<file path="src/design/ntca_pkg.sv">
// Shared types, constants and lookup functions for the nearest traffic announcer.
// No dependencies; imported by every module of the block.
package ntca_pkg;

  localparam int SLOTS = 8;
  localparam int IDX_W = (SLOTS > 1) ? $clog2(SLOTS) : 1;
  localparam int CORDIC_STEPS = 16;

  localparam logic [1:0] REQ_STORE    = 2'd0;
  localparam logic [1:0] REQ_ANNOUNCE = 2'd1;
  localparam logic [1:0] REQ_SWEEP    = 2'd2;

  localparam logic [1:0] CFG_UNITS = 2'd0;
  localparam logic [1:0] CFG_VOICE = 2'd1;
  localparam logic [1:0] CFG_ENTRY = 2'd2;

  localparam logic [1:0] UNITS_KM_FT = 2'd1;
  localparam logic [1:0] UNITS_NM_FT = 2'd2;

  localparam logic [25:0] FEET_NUM = 26'd32808399;
  localparam logic [23:0] DEG45 = 24'd2949120;
  localparam logic [23:0] DEG90 = 24'd5898240;
  localparam logic [23:0] DEG180 = 24'd11796480;

  typedef struct packed {
    logic [23:0]        code;
    logic [31:0]        stamp;
    logic signed [15:0] north;
    logic signed [15:0] east;
    logic signed [15:0] vertical;
  } entry_t;

  typedef struct packed {
    logic             wr_en;
    logic [IDX_W-1:0] wr_idx;
    logic             clr_en;
    logic [IDX_W-1:0] clr_idx;
    logic [IDX_W-1:0] rd_idx;
  } tbl_ctrl_t;

  function automatic logic [21:0] atan_step(input logic [3:0] i);
    logic [21:0] r;
    case (i)
      4'd0:  r = 22'd2949120;
      4'd1:  r = 22'd1740967;
      4'd2:  r = 22'd919879;
      4'd3:  r = 22'd466945;
      4'd4:  r = 22'd234379;
      4'd5:  r = 22'd117304;
      4'd6:  r = 22'd58667;
      4'd7:  r = 22'd29335;
      4'd8:  r = 22'd14668;
      4'd9:  r = 22'd7334;
      4'd10: r = 22'd3667;
      4'd11: r = 22'd1833;
      4'd12: r = 22'd917;
      4'd13: r = 22'd458;
      4'd14: r = 22'd229;
      default: r = 22'd115;
    endcase
    return r;
  endfunction

  // squared distance of c whole units
  function automatic logic [31:0] dist_thr(input logic [3:0] c, input logic nm);
    logic [31:0] u2;
    logic [31:0] cc;
    u2 = nm ? 32'd3429904 : 32'd1000000;
    cc = 32'(c) * 32'(c);
    return 32'(cc * u2);
  endfunction

endpackage

</file>
<file path="src/design/ntca_table.sv">
// Aircraft table: synchronous entry memory with per-slot occupancy flags.
// Depends on ntca_pkg.
module ntca_table (
  input  logic               clk,
  input  logic               rst,
  input  ntca_pkg::tbl_ctrl_t ctrl,
  input  ntca_pkg::entry_t   wr_data,
  output ntca_pkg::entry_t   rd_data,
  output logic [3:0]         live_count
);
  import ntca_pkg::*;

  entry_t           mem [SLOTS];
  entry_t           rd_raw;
  logic             rd_occ;
  logic [SLOTS-1:0] occ;
  logic [6:0]       sum;

  always_ff @(posedge clk) begin
    if (ctrl.wr_en) begin
      mem[ctrl.wr_idx] <= wr_data;
    end
    rd_raw <= mem[ctrl.rd_idx];
    rd_occ <= occ[ctrl.rd_idx];
  end

  always_ff @(posedge clk) begin
    if (rst) begin
      occ <= '0;
    end else begin
      if (ctrl.clr_en) begin
        occ[ctrl.clr_idx] <= 1'b0;
      end
      if (ctrl.wr_en) begin
        occ[ctrl.wr_idx] <= 1'b1;
      end
    end
  end

  always_comb begin
    sum = '0;
    for (int i = 0; i < SLOTS; i++) begin
      sum = sum + 7'(occ[i]);
    end
  end

  assign rd_data    = rd_occ ? rd_raw : '0;
  assign live_count = sum[3:0];

endmodule

</file>
<file path="src/design/ntca_cordic.sv">
// Iterative vectoring CORDIC: first-octant angle in Q16 degrees, one step a cycle.
// Depends on ntca_pkg.
module ntca_cordic (
  input  logic        clk,
  input  logic        rst,
  input  logic        start,
  input  logic [16:0] small_op,
  input  logic [16:0] big_op,
  output logic        done,
  output logic [23:0] angle
);
  import ntca_pkg::*;

  logic               run;
  logic [3:0]         step;
  logic signed [33:0] x;
  logic signed [33:0] y;
  logic signed [24:0] z;
  logic signed [33:0] dx;
  logic signed [33:0] dy;
  logic signed [24:0] z_next;

  always_comb begin
    dx = y >>> step;
    dy = x >>> step;
    if (y >= 0) begin
      z_next = z + 25'(atan_step(step));
    end else begin
      z_next = z - 25'(atan_step(step));
    end
  end

  always_ff @(posedge clk) begin
    if (rst) begin
      run  <= 1'b0;
      done <= 1'b0;
    end else begin
      done <= 1'b0;
      if (start) begin
        step <= '0;
        z    <= '0;
        x    <= 34'(big_op) <<< 14;
        y    <= 34'(small_op) <<< 14;
        if (small_op == 17'd0) begin
          angle <= '0;
          done  <= 1'b1;
        end else if (small_op == big_op) begin
          angle <= DEG45;
          done  <= 1'b1;
        end else begin
          run <= 1'b1;
        end
      end else if (run) begin
        if (y >= 0) begin
          x <= x + dx;
          y <= y - dy;
        end else begin
          x <= x - dx;
          y <= y + dy;
        end
        z    <= z_next;
        step <= step + 4'd1;
        if (step == 4'(CORDIC_STEPS - 1)) begin
          run  <= 1'b0;
          done <= 1'b1;
          if (z_next < 0) begin
            angle <= '0;
          end else if (z_next > 25'(DEG45)) begin
            angle <= DEG45;
          end else begin
            angle <= z_next[23:0];
          end
        end
      end
    end
  end

endmodule

</file>
<file path="src/design/nearest_traffic_clock_announcer_top.sv">
// Nearest traffic announcer top level: request sequencer, result formatting, output register.
// Depends on ntca_pkg, ntca_table and ntca_cordic.
//
//  channel  | direction | contents
//  s_*      | in        | request transaction, kind in tuser
//  m_*      | out       | one result transaction per request, announce flag in tuser
//  cfg_*    | in        | register writes, no handshake
//
// Store: accept, then S_OUT. Sweep: S_READ and S_CHECK for each slot (one memory read a slot).
// Announce: the same scan, then S_ANG and, for a new nearest target, the CORDIC (start, up to
// 16 steps, done), S_FIN1 and S_FIN2, before S_OUT. One request in flight; a held result
// stalls the sequencer.
// Reset empties the table at once through occupancy flags.
module nearest_traffic_clock_announcer_top (
  input  logic         clk,
  input  logic         rst,
  input  logic         s_tvalid,
  output logic         s_tready,
  // slot[2:0] aircraft_code[26:3] item_time[58:27] rel_north[74:59]
  // rel_east[90:75] rel_vertical[106:91] own_track[115:107]
  input  logic [119:0] s_tdata,
  // req_type[1:0]
  input  logic [1:0]   s_tuser,
  output logic         m_tvalid,
  input  logic         m_tready,
  // clock_position[3:0] distance_near[4] distance_count[8:5] altitude_near[9]
  // altitude_hundreds[12:10] is_above[13] target_code[37:14] live_count[41:38]
  // dist_in_nm[42] alt_in_feet[43]
  output logic [47:0]  m_tdata,
  // announce[0]
  output logic         m_tuser,
  input  logic         cfg_we,
  input  logic [1:0]   cfg_index,
  input  logic [15:0]  cfg_data
);
  import ntca_pkg::*;

  localparam logic [2:0] S_IDLE  = 3'd0;
  localparam logic [2:0] S_READ  = 3'd1;
  localparam logic [2:0] S_CHECK = 3'd2;
  localparam logic [2:0] S_ANG   = 3'd3;
  localparam logic [2:0] S_CDC   = 3'd4;
  localparam logic [2:0] S_FIN1  = 3'd5;
  localparam logic [2:0] S_FIN2  = 3'd6;
  localparam logic [2:0] S_OUT   = 3'd7;

  logic [2:0]  state;
  logic [1:0]  units_mode;
  logic [15:0] voice_expiry;
  logic [15:0] entry_expiry;
  logic [23:0] last_announced;

  logic [1:0]  req;
  logic [31:0] now;
  logic [8:0]  track;
  logic [IDX_W-1:0] idx;

  logic              found;
  logic [31:0]       best_d2;
  logic [23:0]       best_code;
  logic signed [15:0] best_n;
  logic signed [15:0] best_e;
  logic signed [15:0] best_v;
  logic              swap;
  logic [16:0]       abs_v;
  logic [42:0]       alt_prod;
  logic [7:0]        deg;
  logic              neg;

  logic              r_announce;
  logic [3:0]        r_clock;
  logic              r_dnear;
  logic [3:0]        r_dcount;
  logic              r_anear;
  logic [2:0]        r_ahund;
  logic              r_above;
  logic [23:0]       r_code;
  logic              r_nm;
  logic              r_ft;

  tbl_ctrl_t   ctrl;
  entry_t      wr_data;
  entry_t      rd;
  logic [3:0]  live_count;

  logic        cdc_start;
  logic        cdc_done;
  logic [16:0] small_op;
  logic [16:0] big_op;
  logic [23:0] angle;

  logic        accept;
  logic [1:0]  in_req;
  logic [2:0]  in_slot;
  logic [23:0] in_code;
  logic        slot_ok;
  logic [IDX_W+2:0] slot_ext;
  logic [31:0] age;
  logic signed [31:0] nsq;
  logic signed [31:0] esq;
  logic [31:0] d2;
  logic        live;
  logic [16:0] an;
  logic [16:0] ae;
  logic        last_slot;

  assign in_req   = s_tuser;
  assign in_slot  = s_tdata[2:0];
  assign in_code  = s_tdata[26:3];
  assign s_tready = (state == S_IDLE);
  assign accept   = s_tvalid && s_tready;
  assign slot_ext = {{IDX_W{1'b0}}, in_slot};
  assign slot_ok  = (32'(in_slot) < SLOTS);
  assign last_slot = (idx == IDX_W'(SLOTS - 1));

  assign wr_data.code     = in_code;
  assign wr_data.stamp    = s_tdata[58:27];
  assign wr_data.north    = s_tdata[74:59];
  assign wr_data.east     = s_tdata[90:75];
  assign wr_data.vertical = s_tdata[106:91];

  assign age = now - rd.stamp;
  assign nsq = rd.north * rd.north;
  assign esq = rd.east * rd.east;
  assign d2  = 32'(nsq) + 32'(esq);
  assign live = (rd.code != 24'd0) && (age <= {16'd0, voice_expiry});

  always_comb begin
    ctrl.wr_en   = accept && (in_req == REQ_STORE) && slot_ok && (in_code != 24'd0);
    ctrl.wr_idx  = slot_ext[IDX_W-1:0];
    ctrl.rd_idx  = idx;
    ctrl.clr_en  = 1'b0;
    ctrl.clr_idx = slot_ext[IDX_W-1:0];
    if (accept && (in_req == REQ_STORE) && slot_ok && (in_code == 24'd0)) begin
      ctrl.clr_en = 1'b1;
    end else if ((state == S_CHECK) && (req == REQ_SWEEP) && (rd.code != 24'd0)
                 && (age > {16'd0, entry_expiry})) begin
      ctrl.clr_en  = 1'b1;
      ctrl.clr_idx = idx;
    end
  end

  always_comb begin
    an = best_n[15] ? 17'(-{best_n[15], best_n}) : 17'({best_n[15], best_n});
    ae = best_e[15] ? 17'(-{best_e[15], best_e}) : 17'({best_e[15], best_e});
  end

  ntca_table u_table (
    .clk        (clk),
    .rst        (rst),
    .ctrl       (ctrl),
    .wr_data    (wr_data),
    .rd_data    (rd),
    .live_count (live_count)
  );

  ntca_cordic u_cordic (
    .clk      (clk),
    .rst      (rst),
    .start    (cdc_start),
    .small_op (small_op),
    .big_op   (big_op),
    .done     (cdc_done),
    .angle    (angle)
  );

  // final formatting
  logic [23:0] q;
  logic [23:0] mag;
  logic [8:0]  course;
  logic [8:0]  tr;
  logic signed [10:0] rel;
  logic [9:0]  r15;
  logic [3:0]  clk_pos;
  logic        is_nm;
  logic        is_ft;
  logic [3:0]  dcount;
  logic [2:0]  ahund;

  always_comb begin
    q   = swap ? (DEG90 - angle) : angle;
    mag = best_e[15] ? (DEG180 - q) : q;
  end

  always_comb begin
    is_nm = (units_mode == UNITS_NM_FT);
    is_ft = (units_mode == UNITS_KM_FT) || (units_mode == UNITS_NM_FT);
    if (neg) begin
      course = 9'd90 + 9'(deg);
    end else if (deg <= 8'd90) begin
      course = 9'd90 - 9'(deg);
    end else begin
      course = 9'd450 - 9'(deg);
    end
    tr  = (track >= 9'd360) ? (track - 9'd360) : track;
    rel = 11'(course) - 11'(tr);
    if (rel < 0) begin
      rel = rel + 11'sd360;
    end
    r15 = 10'(rel) + 10'd15;
    if (r15 >= 10'd360) begin
      r15 = r15 - 10'd360;
    end
    clk_pos = '0;
    for (int k = 1; k < 12; k++) begin
      if (r15 >= 10'(30 * k)) begin
        clk_pos = clk_pos + 4'd1;
      end
    end
    dcount = '0;
    for (int c = 1; c < 10; c++) begin
      if (best_d2 >= dist_thr(4'(c), is_nm)) begin
        dcount = dcount + 4'd1;
      end
    end
    ahund = '0;
    for (int k = 1; k < 6; k++) begin
      if (is_ft) begin
        if (alt_prod >= 43'(64'(k) * 64'd1000000000)) begin
          ahund = ahund + 3'd1;
        end
      end else if (abs_v >= 17'(100 * k)) begin
        ahund = ahund + 3'd1;
      end
    end
  end

  always_ff @(posedge clk) begin
    if (rst) begin
      units_mode   <= 2'd0;
      voice_expiry <= 16'd5;
      entry_expiry <= 16'd5;
    end else if (cfg_we) begin
      case (cfg_index)
        CFG_UNITS: units_mode   <= cfg_data[1:0];
        CFG_VOICE: voice_expiry <= cfg_data;
        CFG_ENTRY: entry_expiry <= cfg_data;
        default: ;
      endcase
    end
  end

  always_ff @(posedge clk) begin
    if (rst) begin
      state          <= S_IDLE;
      last_announced <= '0;
      m_tvalid       <= 1'b0;
      cdc_start      <= 1'b0;
      found          <= 1'b0;
      idx            <= '0;
    end else begin
      cdc_start <= 1'b0;
      if (m_tvalid && m_tready) begin
        m_tvalid <= 1'b0;
      end
      case (state)
        S_IDLE: begin
          if (accept) begin
            req        <= in_req;
            now        <= s_tdata[58:27];
            track      <= s_tdata[115:107];
            idx        <= '0;
            found      <= 1'b0;
            r_announce <= 1'b0;
            r_clock    <= '0;
            r_dnear    <= 1'b0;
            r_dcount   <= '0;
            r_anear    <= 1'b0;
            r_ahund    <= '0;
            r_above    <= 1'b0;
            r_code     <= '0;
            r_nm       <= 1'b0;
            r_ft       <= 1'b0;
            if ((in_req == REQ_ANNOUNCE) || (in_req == REQ_SWEEP)) begin
              state <= S_READ;
            end else begin
              state <= S_OUT;
            end
          end
        end
        S_READ: begin
          state <= S_CHECK;
        end
        S_CHECK: begin
          if ((req == REQ_ANNOUNCE) && live && (!found || (d2 < best_d2))) begin
            found     <= 1'b1;
            best_d2   <= d2;
            best_code <= rd.code;
            best_n    <= rd.north;
            best_e    <= rd.east;
            best_v    <= rd.vertical;
          end
          if (last_slot) begin
            state <= (req == REQ_ANNOUNCE) ? S_ANG : S_OUT;
          end else begin
            idx   <= idx + IDX_W'(1);
            state <= S_READ;
          end
        end
        S_ANG: begin
          if (!found || (best_code == last_announced)) begin
            state <= S_OUT;
          end else begin
            last_announced <= best_code;
            swap      <= (an > ae);
            small_op  <= (an > ae) ? ae : an;
            big_op    <= (an > ae) ? an : ae;
            abs_v     <= best_v[15] ? 17'(-{best_v[15], best_v})
                                    : 17'({best_v[15], best_v});
            cdc_start <= 1'b1;
            state     <= S_CDC;
          end
        end
        S_CDC: begin
          alt_prod <= 43'(abs_v) * 43'(FEET_NUM);
          if (cdc_done) begin
            state <= S_FIN1;
          end
        end
        S_FIN1: begin
          deg   <= mag[23:16];
          neg   <= best_n[15];
          state <= S_FIN2;
        end
        S_FIN2: begin
          r_announce <= 1'b1;
          r_clock    <= clk_pos;
          r_dnear    <= (best_d2 < dist_thr(4'd1, is_nm));
          r_dcount   <= dcount;
          r_anear    <= (ahund == 3'd0);
          r_ahund    <= ahund;
          r_above    <= (ahund != 3'd0) && !best_v[15] && (best_v != 16'sd0);
          r_code     <= best_code;
          r_nm       <= is_nm;
          r_ft       <= is_ft;
          state      <= S_OUT;
        end
        S_OUT: begin
          if (!m_tvalid || m_tready) begin
            m_tvalid <= 1'b1;
            m_tuser  <= r_announce;
            m_tdata  <= {4'd0, r_ft, r_nm, live_count, r_code, r_above, r_ahund,
                         r_anear, r_dcount, r_dnear, r_clock};
            state    <= S_IDLE;
          end
        end
        default: state <= S_IDLE;
      endcase
    end
  end

endmodule
</file>
<file path="config.mk">
export PLATFORM = sky130hd
export DESIGN_NAME = nearest_traffic_clock_announcer_top
export DESIGN_NICKNAME = d
export VERILOG_FILES = /design/src/design/ntca_pkg.sv /design/src/design/ntca_table.sv /design/src/design/ntca_cordic.sv /design/src/design/nearest_traffic_clock_announcer_top.sv
export SDC_FILE = /design/constraint.sdc
export NUM_CORES = 2
export LEC_CHECK = 0
export BUFFER_PORTS_ARGS = -buffer_cell sky130_fd_sc_hd__buf_4
export CAP_MARGIN = 20
export CORE_MARGIN = 2
export CORE_UTILIZATION = 40
export DETAILED_ROUTE_END_ITERATION = 6
export RECOVER_POWER = 25
export SLEW_MARGIN = 20
export SYNTH_ARGS = -nofsm -noshare
export SYNTH_HDL_FRONTEND = slang
export SYNTH_SLANG_ARGS = --single-unit
</file>
<file path="constraint.sdc">
create_clock -name clk -period 35.9 [get_ports clk]
set_input_delay 3.59 -clock clk [delete_from_list [all_inputs] [get_ports clk]]
set_output_delay 3.59 -clock clk [all_outputs]
set_load 0.05 [all_outputs]
</file>
==> metrics <==
outcome=complete, but fails checks; failing checks=max-capacitance violations, max-slew violations; family with the most delay on the worst path=adder cells; Filler cells=22423; Tcrit/Tclk final=44.3%; Worst path slowest cell=clkbuf_1; largest net degree at the start of global routing=105; clock-pin slew on the worst setup and hold paths=0.06 ns; PwrDens=61.5 mW/mm2; Worst Tran Pin Value=4.17 ns; Hold Buf Count CTS=0; first-pass GRT wire length=370 mm; drc violations=0; yosys warns=0; Seq/Total Area, Yosys=43.4%; post-detailed-route count of antenna-violating nets=0; vias=61811; Total GRT Usage=18.9%; Horiz. Die Dim=500 um; CTS sink cnt=1493; Final HPWL DP=171 mm; CP Launch Type=register; TritonCTS Buffers=157; Skew-Pair Late Insertion Delay=0.83 ns; vias in the first global route=64120; WP buf/inv=6; Initial Utilization=40.1%; hold path depth=0; hold path start=r_ft; Rel. slew slack=-178%; Area Overhead vs Synth=10.6%; row count=182; final WL=236 mm; Worst R2R Start=u_table.rd_occ; Final min period=15.90 ns; IO Port Bufs=187; CTS tree=yes; Hold Slack=0.397 ns; Root Driver=clkbuf_16; RSZ-0062 raised after global routing=false; H-tree depth=4; Leak Pwr=44.3 nW; clock buffer depth=3; Crit path largest cell delay=2.11 ns; I/O pin total=196; Reg2Reg Setup Slack=20.00 ns; FMAX=0.0629 GHz; syn_area_per_cell=12.2 um2; DRT iter0 DRCs=4192; top post-synthesis cells by area=edfxtp_1 (39%), fa_1 (14%), ha_1 (8.1%); Crit Path Class=reg -> reg; clock skew=0.0643 ns; Mapped Area=0.0986 mm2; worst-path fanout max=68; Core Box Area=0.245 mm2; Mapped Cells=8098; Yosys reg bits=1493; Synth top area share=39.3%; most used cell, CP=fa_1; gr ovfl total=0; Crit. End Element=register; postcts setup bufs=0; Max Cap Viol=11; Slew Viols, Final=535; setup total negative slack=0 ns; worst reg2reg path endpoint=best_d2[3]; gpl congestion=0.907; EDFF count, synth=1289; count of cell types in the netlist=114; post-CTS sizing=0; Setup-failing EPs final=0; VDD IR max=0.000300 V; NumNets Final=9769; ys flop type=edfxtp_1; Hold Violations, Final=0; die area=0.250 mm2; Arrival @ worst endpoint=16.30 ns; Critical Path RT=36.30 ns; R2R depth=37; Die H=500 um; Finished Core Util=44.4%; Via density=5.31; layout cells sized above 1=11.0%; Synth async-reset ratio=0%; drt first pass iters=6; hold endpoint=m_tdata[43]; WL/cell=20.3 um; post-synth top area cell=edfxtp_1; initial antenna violation count=30; HP Class=reg -> reg
power breakdown:
group	internal (mW)	switching (mW)	leakage (nW)
registers	1.95	0.0444	13.4
logic	1.37	1.66	28.3
clock network	0.958	0.728	2.63
total	4.27	2.43	44.3
layout by cell type, fill, tap and decap left out, types with 28 or more instances in the layout:
cell | netlist | layout
a21o_1 | 82 | 82
and2_1 | 95 | 39
nor2_1 | 377 | 368
nand2_1 | 605 | 605
dfxtp_1 | 204 | 203
mux2i_1 | 148 | 148
o31ai_1 | 53 | 53
clkinv_1 | 2 | 28
and2_0 | 0 | 56
o21ai_0 | 314 | 314
ha_1 | 641 | 641
clkbuf_16 | 0 | 162
mux2_2 | 144 | 135
nor3_1 | 96 | 93
or3_1 | 28 | 28
nand3_1 | 97 | 97
edfxtp_1 | 1289 | 1289
clkbuf_1 | 202 | 107
inv_1 | 1063 | 1062
nor2b_1 | 65 | 65
buf_4 | 6 | 185
nand4_1 | 53 | 53
or2_2 | 31 | 31
o21bai_1 | 37 | 36
a31oi_1 | 29 | 29
xor2_1 | 140 | 140
nand2b_1 | 83 | 83
nor4_1 | 54 | 54
and3_1 | 186 | 186
a21oi_1 | 308 | 305
mux4_2 | 239 | 239
a21boi_0 | 30 | 30
fa_1 | 708 | 708
xnor2_1 | 279 | 279
worst max-delay path by stage:
stage / startpoint / endpoint / slack (ns) / cells past startpoint
floorplan: u_table.rd_occ / best_code[0] / 21.19 / 44
global placement: u_table.rd_occ / best_d2[0] / 23.30 / 46
detailed placement: u_table.rd_occ / best_d2[15] / 23.22 / 45
CTS: u_table.rd_occ / best_d2[15] / 23.19 / 45
global route: u_table.rd_occ / best_d2[3] / 18.69 / 37
finish: u_table.rd_occ / best_d2[3] / 20.00 / 37
area by class of cell:
| cell class | instances | area [um2] | share of cell area, % |
|---|---|---|---|
| tap | 3220 | 4030 | 3.70 |
| timing repair buffer | 276 | 1790 | 1.65 |
| sequential | 1493 | 42800 | 39.3 |
| multi-input combinational | 5278 | 50900 | 46.7 |
| clock buffer | 197 | 4290 | 3.94 |
| inverter | 1069 | 4020 | 3.68 |
| clock inverter | 97 | 1140 | 1.05 |
| antenna | 7 | 17.5 | 0.0161 |
synthesized netlist by cell type, types with 202 or more instances:
| library cell | count |
|---|---|
| edfxtp_1 | 1289 |
| inv_1 | 1063 |
| fa_1 | 708 |
| ha_1 | 641 |
| nand2_1 | 605 |
| nor2_1 | 377 |
| o21ai_0 | 314 |
| a21oi_1 | 308 |
| xnor2_1 | 279 |
| mux4_2 | 239 |
| dfxtp_1 | 204 |
| clkbuf_1 | 202 |
per-layer routing:
layer | global-route usage (%) | wire [um]
met5 | 0 | 144
met3 | 3.17 | 12300
met4 | 5.24 | 6340
met1 | 25.4 | 104000
met2 | 31.5 | 114000
metrics by stage:
step | std cells | setup slack [ns] | instance area [um2] | power (mW)
CTS | 11630 | 23.19 | 109000 | 6.77
floorplan | 8107 | 21.19 | 98600 | 4.49
global placement | 11336 | 23.30 | 104000 | 4.98
detailed placement | 11336 | 23.22 | 104000 | 5.06
global route | 11635 | 18.69 | 109000 | 7.17
finish | 11637 | 20.00 | 109000 | 6.70
registers in the layout, indices dropped and copies added (netlist names), 25 cells and up, named ones only:
| signal | count |
|---|---|
| alt_prod | 42 |
| u_cordic.y | 34 |
| m_tdata | 44 |
| best_d2 | 32 |
| u_cordic.x | 34 |
| u_cordic.z | 25 |
| u_table.mem | 832 |
| now | 32 |
| u_table.rd_raw | 104 |
logic make-up (layout without fill, tap and decap cells):
kind of cell | Yosys count | after routing | synth area share [%]
mux | 533 | 533 | 8.65
simple gates | 1861 | 1861 | 9.27
flops | 1493 | 1493 | 43.4
buf+inv | 1336 | 1639 | 5.12
fa+ha+maj | 1349 | 1349 | 22.5
compound gates | 1090 | 1090 | 6.99
xor+xnor | 434 | 434 | 4.02
other cells | 2 | 18 | 0.00762
(Power assumes the default switching activity.)
